<file path="src/sv/wfop_pkg.sv">
package wfop_pkg;

    localparam int MAX_DIM = 8;
    localparam int NUM_FACTORS = 4;
    localparam int IDX_W = $clog2(MAX_DIM);
    localparam int SEL_W = $clog2(NUM_FACTORS);
    localparam int TDEPTH = MAX_DIM * MAX_DIM * MAX_DIM * MAX_DIM;
    localparam int ADDR_W = 12;
    localparam int VAL_W = 32;
    localparam int ACC_W = 48;
    localparam int PROD_W = 2 * VAL_W;
    localparam int SIZE_W = 4;
    localparam int REQ_W = 3;
    localparam int CFG_IDX_W = 4;

    localparam logic [REQ_W-1:0] REQ_LOAD_FACTOR = 3'd0;
    localparam logic [REQ_W-1:0] REQ_LOAD_WEIGHT = 3'd1;
    localparam logic [REQ_W-1:0] REQ_ACCUMULATE  = 3'd2;
    localparam logic [REQ_W-1:0] REQ_READ        = 3'd3;
    localparam logic [REQ_W-1:0] REQ_CLEAR       = 3'd4;

    localparam logic [CFG_IDX_W-1:0] CFG_SIZE_FIRST  = 4'd0;
    localparam logic [CFG_IDX_W-1:0] CFG_SIZE_SECOND = 4'd1;
    localparam logic [CFG_IDX_W-1:0] CFG_SIZE_THIRD  = 4'd2;
    localparam logic [CFG_IDX_W-1:0] CFG_SIZE_FOURTH = 4'd3;

    localparam logic [SIZE_W-1:0] SIZE_RESET = SIZE_W'(MAX_DIM);

    typedef struct packed {
        logic [REQ_W-1:0]         op;
        logic [SEL_W-1:0]         sel;
        logic [IDX_W-1:0]         idx;
        logic signed [VAL_W-1:0]  value;
        logic [ADDR_W-1:0]        addr;
    } t_cmd;

    typedef struct packed {
        logic [SIZE_W-1:0] first;
        logic [SIZE_W-1:0] second;
        logic [SIZE_W-1:0] third;
        logic [SIZE_W-1:0] fourth;
    } t_sizes;

    typedef struct packed {
        logic pop;
        logic init_busy;
        logic acc_busy;
        logic rd_issue;
    } t_back_stat;

    function automatic logic [IDX_W-1:0] last_index(input logic [SIZE_W-1:0] s);
        logic [SIZE_W-1:0] e;
        if (s == '0) begin
            e = SIZE_W'(1);
        end else if (s > SIZE_W'(MAX_DIM)) begin
            e = SIZE_W'(MAX_DIM);
        end else begin
            e = s;
        end
        return IDX_W'(e - SIZE_W'(1));
    endfunction

    function automatic logic signed [VAL_W-1:0] qround(input logic signed [PROD_W-1:0] p);
        logic signed [PROD_W-1:0] s;
        s = (p + PROD_W'(32768)) >>> 16;
        if (s > PROD_W'(64'sh7FFF_FFFF)) begin
            return {1'b0, {(VAL_W-1){1'b1}}};
        end else if (s < -PROD_W'(64'sh8000_0000)) begin
            return {1'b1, {(VAL_W-1){1'b0}}};
        end
        return s[VAL_W-1:0];
    endfunction

    function automatic logic signed [ACC_W-1:0] sat_add(
        input logic signed [ACC_W-1:0] acc,
        input logic signed [VAL_W-1:0] t
    );
        logic signed [ACC_W:0] s;
        s = (ACC_W+1)'(acc) + (ACC_W+1)'(t);
        if (s[ACC_W] != s[ACC_W-1]) begin
            return s[ACC_W] ? {1'b1, {(ACC_W-1){1'b0}}} : {1'b0, {(ACC_W-1){1'b1}}};
        end
        return s[ACC_W-1:0];
    endfunction

endpackage

</file>
<file path="src/sv/wfop_in_if.sv">
interface wfop_in_if;
    import wfop_pkg::*;
    logic                     valid;
    logic                     ready;
    logic [REQ_W-1:0]         req_type;
    logic [SEL_W-1:0]         factor_select;
    logic [IDX_W-1:0]         element_index;
    logic signed [VAL_W-1:0]  sample_value;
    logic [ADDR_W-1:0]        entry_address;

    modport source (output valid, req_type, factor_select, element_index, sample_value,
                    entry_address, input ready);
    modport sink (input valid, req_type, factor_select, element_index, sample_value,
                  entry_address, output ready);
endinterface

</file>
<file path="src/sv/wfop_front.sv">
module wfop_front (
    input  logic                    i_clk,
    input  logic                    i_rst_n,
    wfop_in_if.sink                 i_in,
    input  wfop_pkg::t_back_stat    i_stat,
    output logic                    o_cmd_valid,
    output wfop_pkg::t_cmd          o_cmd
);
    import wfop_pkg::*;

    t_cmd       r_q [2];
    logic       r_wp, r_rp;
    logic [1:0] r_cnt;
    logic       accept, known, push;
    t_cmd       cmd_in;

    assign i_in.ready = (r_cnt != 2'd2) && !i_stat.init_busy;
    assign accept = i_in.valid && i_in.ready;
    // unknown requests and out-of-range loads leave no trace
    assign known = (i_in.req_type <= REQ_CLEAR) &&
                   !((i_in.req_type == REQ_LOAD_FACTOR) && (int'(i_in.element_index) >= MAX_DIM));
    assign push = accept && known;

    always_comb begin
        cmd_in.op    = i_in.req_type;
        cmd_in.sel   = i_in.factor_select;
        cmd_in.idx   = i_in.element_index;
        cmd_in.value = i_in.sample_value;
        cmd_in.addr  = i_in.entry_address;
    end

    assign o_cmd_valid = (r_cnt != 2'd0);
    assign o_cmd = r_q[r_rp];

    always_ff @(posedge i_clk) begin
        if (!i_rst_n) begin
            r_wp  <= 1'b0;
            r_rp  <= 1'b0;
            r_cnt <= 2'd0;
        end else begin
            if (push) begin
                r_wp <= ~r_wp;
            end
            if (i_stat.pop) begin
                r_rp <= ~r_rp;
            end
            r_cnt <= r_cnt + 2'(push) - 2'(i_stat.pop);
        end
    end

    always_ff @(posedge i_clk) begin
        if (push) begin
            r_q[r_wp] <= cmd_in;
        end
    end
endmodule

</file>
<file path="src/flat_wrapper.sv">
// flat-port wrapper written by rule: the top's interface ports become plain ports
module wfop_front_flat import wfop_pkg::*;
  (i_clk, i_rst_n, i_stat, o_cmd_valid, o_cmd, i_in_valid, i_in_req_type, i_in_factor_select, i_in_element_index, i_in_sample_value, i_in_entry_address, i_in_ready);
  wfop_in_if i_in_i ();
  input  logic i_clk;
  input  logic i_rst_n;
  input  wfop_pkg::t_back_stat i_stat;
  output logic o_cmd_valid;
  output wfop_pkg::t_cmd o_cmd;
  input wire logic [$bits(i_in_i.valid)-1:0] i_in_valid;
  input wire logic [$bits(i_in_i.req_type)-1:0] i_in_req_type;
  input wire logic [$bits(i_in_i.factor_select)-1:0] i_in_factor_select;
  input wire logic [$bits(i_in_i.element_index)-1:0] i_in_element_index;
  input wire logic [$bits(i_in_i.sample_value)-1:0] i_in_sample_value;
  input wire logic [$bits(i_in_i.entry_address)-1:0] i_in_entry_address;
  output wire logic [$bits(i_in_i.ready)-1:0] i_in_ready;
  assign i_in_i.valid = i_in_valid;
  assign i_in_i.req_type = i_in_req_type;
  assign i_in_i.factor_select = i_in_factor_select;
  assign i_in_i.element_index = i_in_element_index;
  assign i_in_i.sample_value = i_in_sample_value;
  assign i_in_i.entry_address = i_in_entry_address;
  assign i_in_ready = i_in_i.ready;
  wfop_front u_core (.i_clk(i_clk), .i_rst_n(i_rst_n), .i_in(i_in_i), .i_stat(i_stat), .o_cmd_valid(o_cmd_valid), .o_cmd(o_cmd));
endmodule
</file>
<file path="config.mk">
export PLATFORM = sky130hd
export DESIGN_NAME = wfop_front_flat
export DESIGN_NICKNAME = d
export VERILOG_FILES = /design/src/sv/wfop_pkg.sv /design/src/sv/wfop_in_if.sv /design/src/sv/wfop_front.sv /design/src/flat_wrapper.sv
export SDC_FILE = /design/constraint.sdc
export NUM_CORES = 1
export LEC_CHECK = 0
export ABC_CLOCK_PERIOD_IN_PS = 6100
export BUFFER_PORTS_ARGS = -buffer_cell sky130_fd_sc_hd__buf_2
export CAP_MARGIN = 20
export CORE_MARGIN = 2
export CORE_UTILIZATION = 55
export DETAILED_ROUTE_END_ITERATION = 12
export PLACE_DENSITY = 0.84
export SLEW_MARGIN = 20
export SYNTH_ARGS = -nofsm -noshare
export SYNTH_HDL_FRONTEND = slang
export SYNTH_SLANG_ARGS = --single-unit
</file>
<file path="constraint.sdc">
create_clock -name i_clk -period 6.1 [get_ports i_clk]
set_input_delay 0.915 -clock i_clk [delete_from_list [all_inputs] [get_ports i_clk]]
set_output_delay 0.915 -clock i_clk [all_outputs]
set_load 0.05 [all_outputs]
</file>
==> results of run 1 <==
metrics by stage:
stage               setup WS, ns  hold WS [ns]
detailed placement          3.00         0.517
global route                2.91         0.572
global placement            3.02         0.495
finish                      3.06         0.529
floorplan                   1.87         0.451
CTS                         3.00         0.532
per-layer routing:
| metal | vias up | global-route usage (%) | wire (um) |
|---|---|---|---|
| li1 | 962 | - | - |
| met1 | 968 | 17.0 | 2460 |
| met2 | 71 | 28.3 | 3300 |
| met3 | 7 | 5.91 | 466 |
| met4 | 0 | 5.43 | 51 |
| met5 | - | 0 | 0 |
cell families (layout without fill, tap and decap cells):
family          Yosys count  count (layout)  synth area share, %
compound gates            1               1                0.218
flops                   109             109                 80.1
fa+ha+maj                 2               2                0.622
xor+xnor                  3               3                0.653
mux                      53              53                 14.8
simple gates             12              12                 2.39
buf+inv                   8             131                 1.24
cells in the final DEF, fill, tap and decap left out, types with 2 or more instances in the layout:
master and n:
clkbuf_8 9, and2_1 4, buf_2 110, mux2_1 52
buf_4 3, inv_1 2, ha_1 2, nor2b_4 2
inv_6 4, edfxtp_1 104, dfxtp_1 4, xnor2_1 2
power breakdown:
part	switching, uW	internal [uW]	total [uW]
registers	13.6	850	863
logic	175	71.1	246
clock network	238	195	434
cell usage after synthesis:
| cell | number | area share (%) |
|---|---|---|
| and2_1 | 5 | 0.78 |
| ha_1 | 2 | 0.62 |
| buf_4 | 5 | 0.93 |
| nor4bb_4 | 1 | 0.62 |
| xnor2_1 | 2 | 0.44 |
| xor2_1 | 1 | 0.22 |
| nand2_1 | 1 | 0.093 |
| edfxtp_1 | 104 | 78 |
| nor2b_4 | 1 | 0.34 |
| mux2i_1 | 1 | 0.25 |
| nand2b_1 | 1 | 0.16 |
| buf_2 | 1 | 0.12 |
| mux2_1 | 52 | 15 |
| nor2b_1 | 1 | 0.16 |
| inv_1 | 2 | 0.19 |
| nor2_1 | 1 | 0.093 |
| or2_1 | 1 | 0.16 |
| dfxtp_1 | 5 | 2.5 |
| o21ai_2 | 1 | 0.22 |
worst min path at each step:
stage          slack [ns]                      from                        to  cells past startpoint
2_1_floorplan        0.45  u_core.r_wp$_SDFFE_PN0N_  u_core.r_wp$_SDFFE_PN0N_                      2
3_3_place_gp         0.49  u_core.r_wp$_SDFFE_PN0N_  u_core.r_wp$_SDFFE_PN0N_                      2
3_5_place_dp         0.52  u_core.r_wp$_SDFFE_PN0N_  u_core.r_wp$_SDFFE_PN0N_                      2
4_1_cts              0.53  u_core.r_wp$_SDFFE_PN0N_  u_core.r_wp$_SDFFE_PN0N_                      2
5_1_grt              0.57  u_core.r_wp$_SDFFE_PN0N_  u_core.r_wp$_SDFFE_PN0N_                      2
6_report             0.53  u_core.r_wp$_SDFFE_PN0N_  u_core.r_wp$_SDFFE_PN0N_                      2
flip-flops by register name, summed over array words and instances (netlist names), named ones only:
| register | count |
|---|---|
| u_core.r_cnt | 2 |
| u_core.r_q | 104 |
| u_core.r_rp | 1 |
| u_core.r_wp | 1 |
area by class of cell:
type	count	area [sq um]
Clock inverter	7	77.6
Multi-Input combinational cell	71	761
Tap cell	99	124
Sequential cell	109	3220
Clock buffer	9	124
Fill cell	514	2280
Timing Repair Buffer	113	573
Inverter	2	7.51
worst max-delay path, stage by stage, from the launching register on:
cell	delay, ns
dfxtp_2	0.67
buf_4	0.50
mux2_1	0.38
buf_2	0.22
==> out/results.ini, run 1 <==
[pwr]
p_leak_uw = 0.00182
p_per_area_mw_per_mm2 = 316
ir_worst_vdd_mv = 0.158
fin_total_pwr_uw = 1540

[floorplan]
std_cell_rows = 31
io_pins = 113
die_y_um = 89.5
die_area_sq_mm = 0.00802
start_util_pct = 56.1
fp.coreArea_sq_mm = 0.00718
die_width_um = 89.5

[clocking]
tritoncts = yes
cts-resized-gates = 0
htree_num_levels = 3
path_clk_slew_ns = 0.09
cts_num_sinks = 109
insertion_delay_ns = 0.35
cts_root_buf = clkbuf_8
cts_buffers = 9
cts_buffer_depth = 2
post_cts_buffers = 0
ctsHoldBuffers = 0

[worst_setup_path]
crit_fanout = 32
arrival_ns = 2.13
required_ns = 5.18
critPathKind = reg -> out
r2r-start = u_core.r_cnt[1]$_SDFF_PN0_
worstSetupStartpointType = flip-flop
crit_end = o_cmd[31]
r2r_cells = 4
r2r_setup_slack_ns = 3.80
end_kind = primary output
r2r-end = u_core.r_q[0][7]$_DFFE_PP_

[detailed_routing]
routed_wl_mm = 6.28
vias = 2008
drcViolationCount = 0
post_drt_wl_per_cell_um = 15.3
viasPerCell = 4.90
ant_nets = 0
drt_iter0_drc = 89
drtPass1Iterations = 3

[global_route]
first_global_vias = 2079
antenna_found_initial = 0
grt.overflow.total = 0
grt_max_degree = 33
grt_pass1_wl_mm = 9.27
grtUsageTotal_pct = 15.8

[job]
cap_violations = 0

[yosys]
synth-seq-cells = 109
yosysSeqAreaShare_pct = 80.1
ys_types = 19
syn-num-nets = 249
synth_cells = 188
synth.cell_area_sq_mm = 0.00403
yosys_warnings = 0
syn_area_per_cell_sq_um = 21.4

[finish]
stdcell_area_sq_mm = 0.00489
post-route-util_pct = 68.2
drive_gt1_share_pct = 43.4
num_antenna_cells = 0
syn_to_final_growth_pct = 21.5
nNetsFinal = 367
final_cells = 410

[sta]
fmax_mhz = 329
slew-limit-headroom_pct = 57.9
finalSetupTns_ns = 0
fin_crit_ns = 3.04
tightest_slew_ns = 0.631
hold_violations = 0
slew_viol_final = 0
min_period_over_period_pct = 49.9
setup_viol = 0
rsz0062_at_grt = false
worst_clock_skew_ns = 0.00978

[place]
dp_hpwl_mm = 4.24
dp.cells = 394
io_buffers = 110
gp_congestion = 0.669
dpl_cell_area_sq_mm = 0.00469

[outcome]
status = finished, final reports clean

[min_path]
hold_path.class = reg -> reg

No activity file was read; power rests on OpenSTA's default activity.
==> inputs of run 2 (changes only) <==
--- a/config.mk
+++ b/config.mk
@@ -5,13 +5,13 @@
 export SDC_FILE = /design/constraint.sdc
 export NUM_CORES = 1
 export LEC_CHECK = 0
-export ABC_CLOCK_PERIOD_IN_PS = 6100
+export ABC_CLOCK_PERIOD_IN_PS = 2600
 export BUFFER_PORTS_ARGS = -buffer_cell sky130_fd_sc_hd__buf_2
 export CAP_MARGIN = 20
 export CORE_MARGIN = 2
-export CORE_UTILIZATION = 55
+export CORE_UTILIZATION = 46
 export DETAILED_ROUTE_END_ITERATION = 12
-export PLACE_DENSITY = 0.84
+export PLACE_DENSITY = 0.75
 export SLEW_MARGIN = 20
 export SYNTH_ARGS = -nofsm -noshare
 export SYNTH_HDL_FRONTEND = slang
==> constraint.sdc (replaced) <==
create_clock -name i_clk -period 2.6 [get_ports i_clk]
set_input_delay 0.39 -clock i_clk [delete_from_list [all_inputs] [get_ports i_clk]]
set_output_delay 0.39 -clock i_clk [all_outputs]
set_load 0.05 [all_outputs]
==> out/results.ini, run 2 (synthesized netlist as in run 1, its figures left out) <==
[sta]
worst_hold_slack_ns = 0.216  ; -0.313 ns
min_period_over_period_pct = 85.9
hold_violations = 0  ; unchanged
tightest_slew_ns = 0.456  ; -0.175 ns
fin_crit_ns = 2.23
worst_clock_skew_ns = 0.0123  ; +0.00253 ns
slew_viol_final = 0  ; unchanged
slew-limit-headroom_pct = 69.6  ; +12 points
fmax_mhz = 448
rsz0062_at_grt = false
finalSetupTns_ns = 0  ; unchanged
setup_viol = 0  ; unchanged

[worst_setup_path]
crit_fanout = 36  ; +13%
worstSetupStartpointType = flip-flop
r2r-start = u_core.r_cnt[1]$_SDFF_PN0_
required_ns = 2.21  ; -2.97 ns
critical_path.slowest_cell = dfxtp_2
r2r_cells = 4  ; unchanged
arrival_ns = 1.84  ; -0.29 ns
end_kind = primary output
crit_end = o_cmd[28]
r2r-end = u_core.r_q[0][47]$_DFFE_PP_
critPathKind = reg -> out
critPathMaxStageDelay_ns = 0.63  ; -0.04 ns
r2r_setup_slack_ns = 0.81  ; -2.99 ns
worstPathCellList = buf_12 -> mux2_1 -> buf_2

[place]
io_buffers = 110  ; unchanged
dp.cells = 405  ; +2.8%
gp_congestion = 0.710  ; +6.0%
dp_hpwl_mm = 4.25  ; +0.34%

[floorplan]
die_width_um = 97.5  ; +8.9%
io_pins = 113  ; unchanged
die_y_um = 97.5  ; +8.9%
die_area_sq_mm = 0.00951  ; +19%
std_cell_rows = 34  ; +9.7%
fp.coreArea_sq_mm = 0.00859  ; +20%
start_util_pct = 46.8  ; -9.3 points

[detailed_routing]
routed_wl_mm = 6.37  ; +1.5%
viasPerCell = 4.82  ; -1.6%
ant_nets = 0  ; unchanged
drt_iter0_drc = 58  ; -35%
drcViolationCount = 0  ; unchanged
vias = 2029  ; +1.0%
post_drt_wl_per_cell_um = 15.1  ; -1.2%
drtPass1Iterations = 6  ; +3

[finish]
multi_input_area_sq_um = 761  ; unchanged
largest_register_ffs = 104  ; unchanged
mostFrequentLayoutCell = buf_2
final_cell_mix = buf_2, edfxtp_1, mux2_1, clkbuf_8
num_antenna_cells = 0  ; unchanged
fill_cells = 699  ; +36%
reg.largest.list = u_core.r_q x104, u_core.r_cnt x2
final_cells = 421  ; +2.7%
nNetsFinal = 369  ; +0.54%
drive_gt1_share_pct = 43.5  ; about the same
syn_to_final_growth_pct = 22.4
seq_area_sq_mm = 0.00322  ; unchanged
regMostFlops = u_core.r_q
post-route-util_pct = 57.3  ; -11 points

[clocking]
insertion_delay_ns = 0.35  ; about the same
ctsHoldBuffers = 0  ; unchanged
cts_buffers = 9  ; unchanged
post_cts_buffers = 0  ; unchanged
path_clk_slew_ns = 0.11  ; +0.02 ns
htree_num_levels = 3  ; unchanged
cts-resized-gates = 0  ; unchanged
cts_buffer_depth = 2  ; unchanged
cts_root_buf = clkbuf_8
cts_num_sinks = 109  ; unchanged
tritoncts = yes

[pwr]
ir_worst_vdd_mv = 0.359  ; +130%
p_per_area_mw_per_mm2 = 731  ; +130%
p_leak_uw = 0.00184  ; +0.82%

[global_route]
grtUsageTotal_pct = 14.0  ; -1.7 points
grt.overflow.total = 0  ; unchanged
grt_max_degree = 37  ; +12%
antenna_found_initial = 0  ; unchanged
first_global_vias = 2132  ; +2.5%
grt_pass1_wl_mm = 10.3  ; +11%

[job]
cap_violations = 0  ; unchanged

[outcome]
status = finished, final reports clean

[min_path]
hold_path.class = in -> reg

run 2: changes by cell type in the layout (fill, tap and decap cells not counted):
cell,before,now
clkinv_4,0,2
inv_6,4,2
buf_12,0,1
buf_4,3,4
clkinv_1,0,1
clkinvlp_4,1,0
run 2: layout make-up:
cell class / instances / share of cell area [%]
sequential: 109 / 65.5
tap: 108 / 2.74
clock inverter: 7 / 1.50
multi-input combinational: 71 / 15.4
clock buffer: 9 / 2.51
inverter: 2 / 0.152
timing repair buffer: 115 / 12.2
run 2: critical path, delay by kind of cell (launching register included):
family / cells / cell delay (ns)
DFF: 1 / 0.63
muxes: 1 / 0.36
buffers and inverters: 2 / 0.51
run 2: worst min path at each step:
stage	to	slack, ns	cells past startpoint	start
2_1_floorplan	u_core.r_wp$_SDFFE_PN0N_	0.48	2	u_core.r_wp$_SDFFE_PN0N_
3_3_place_gp	u_core.r_wp$_SDFFE_PN0N_	0.50	2	u_core.r_wp$_SDFFE_PN0N_
3_5_place_dp	u_core.r_wp$_SDFFE_PN0N_	0.52	2	u_core.r_wp$_SDFFE_PN0N_
4_1_cts	u_core.r_q[0][42]$_DFFE_PP_	0.20	1	i_in_sample_value[30]
5_1_grt	u_core.r_q[0][38]$_DFFE_PP_	0.19	1	i_in_sample_value[26]
6_report	u_core.r_q[0][42]$_DFFE_PP_	0.22	1	i_in_sample_value[30]
run 2: through the flow:
step	setup slack (ns)	total power, uW	instance area, sq um
3_5_place_dp	0.562	2660	4730
2_1_floorplan	0.0210	2500	4030
4_1_cts	0.310	3650	4930
5_1_grt	0.240	3750	4930
6_report	0.368	3600	4930
3_3_place_gp	0.583	2650	4730
run 2: metal layers:
metal / GRT usage (%) / part of all wire [%] / wire [um]
met1: 16.6 / 40 / 2580
met2: 24.4 / 51 / 3270
met3: 3.81 / 6.7 / 425
met4: 5.56 / 1.5 / 94
met5: 0 / 0 / 0
run 2: report_power, final:
part,total [uW],internal [uW],leakage [uW],switching [uW]
combinational,588,172,0.000751,415
sequential,2020,1990,0.000987,29.4
clock,992,451,0.000102,541
total,3600,2620,0.00184,986
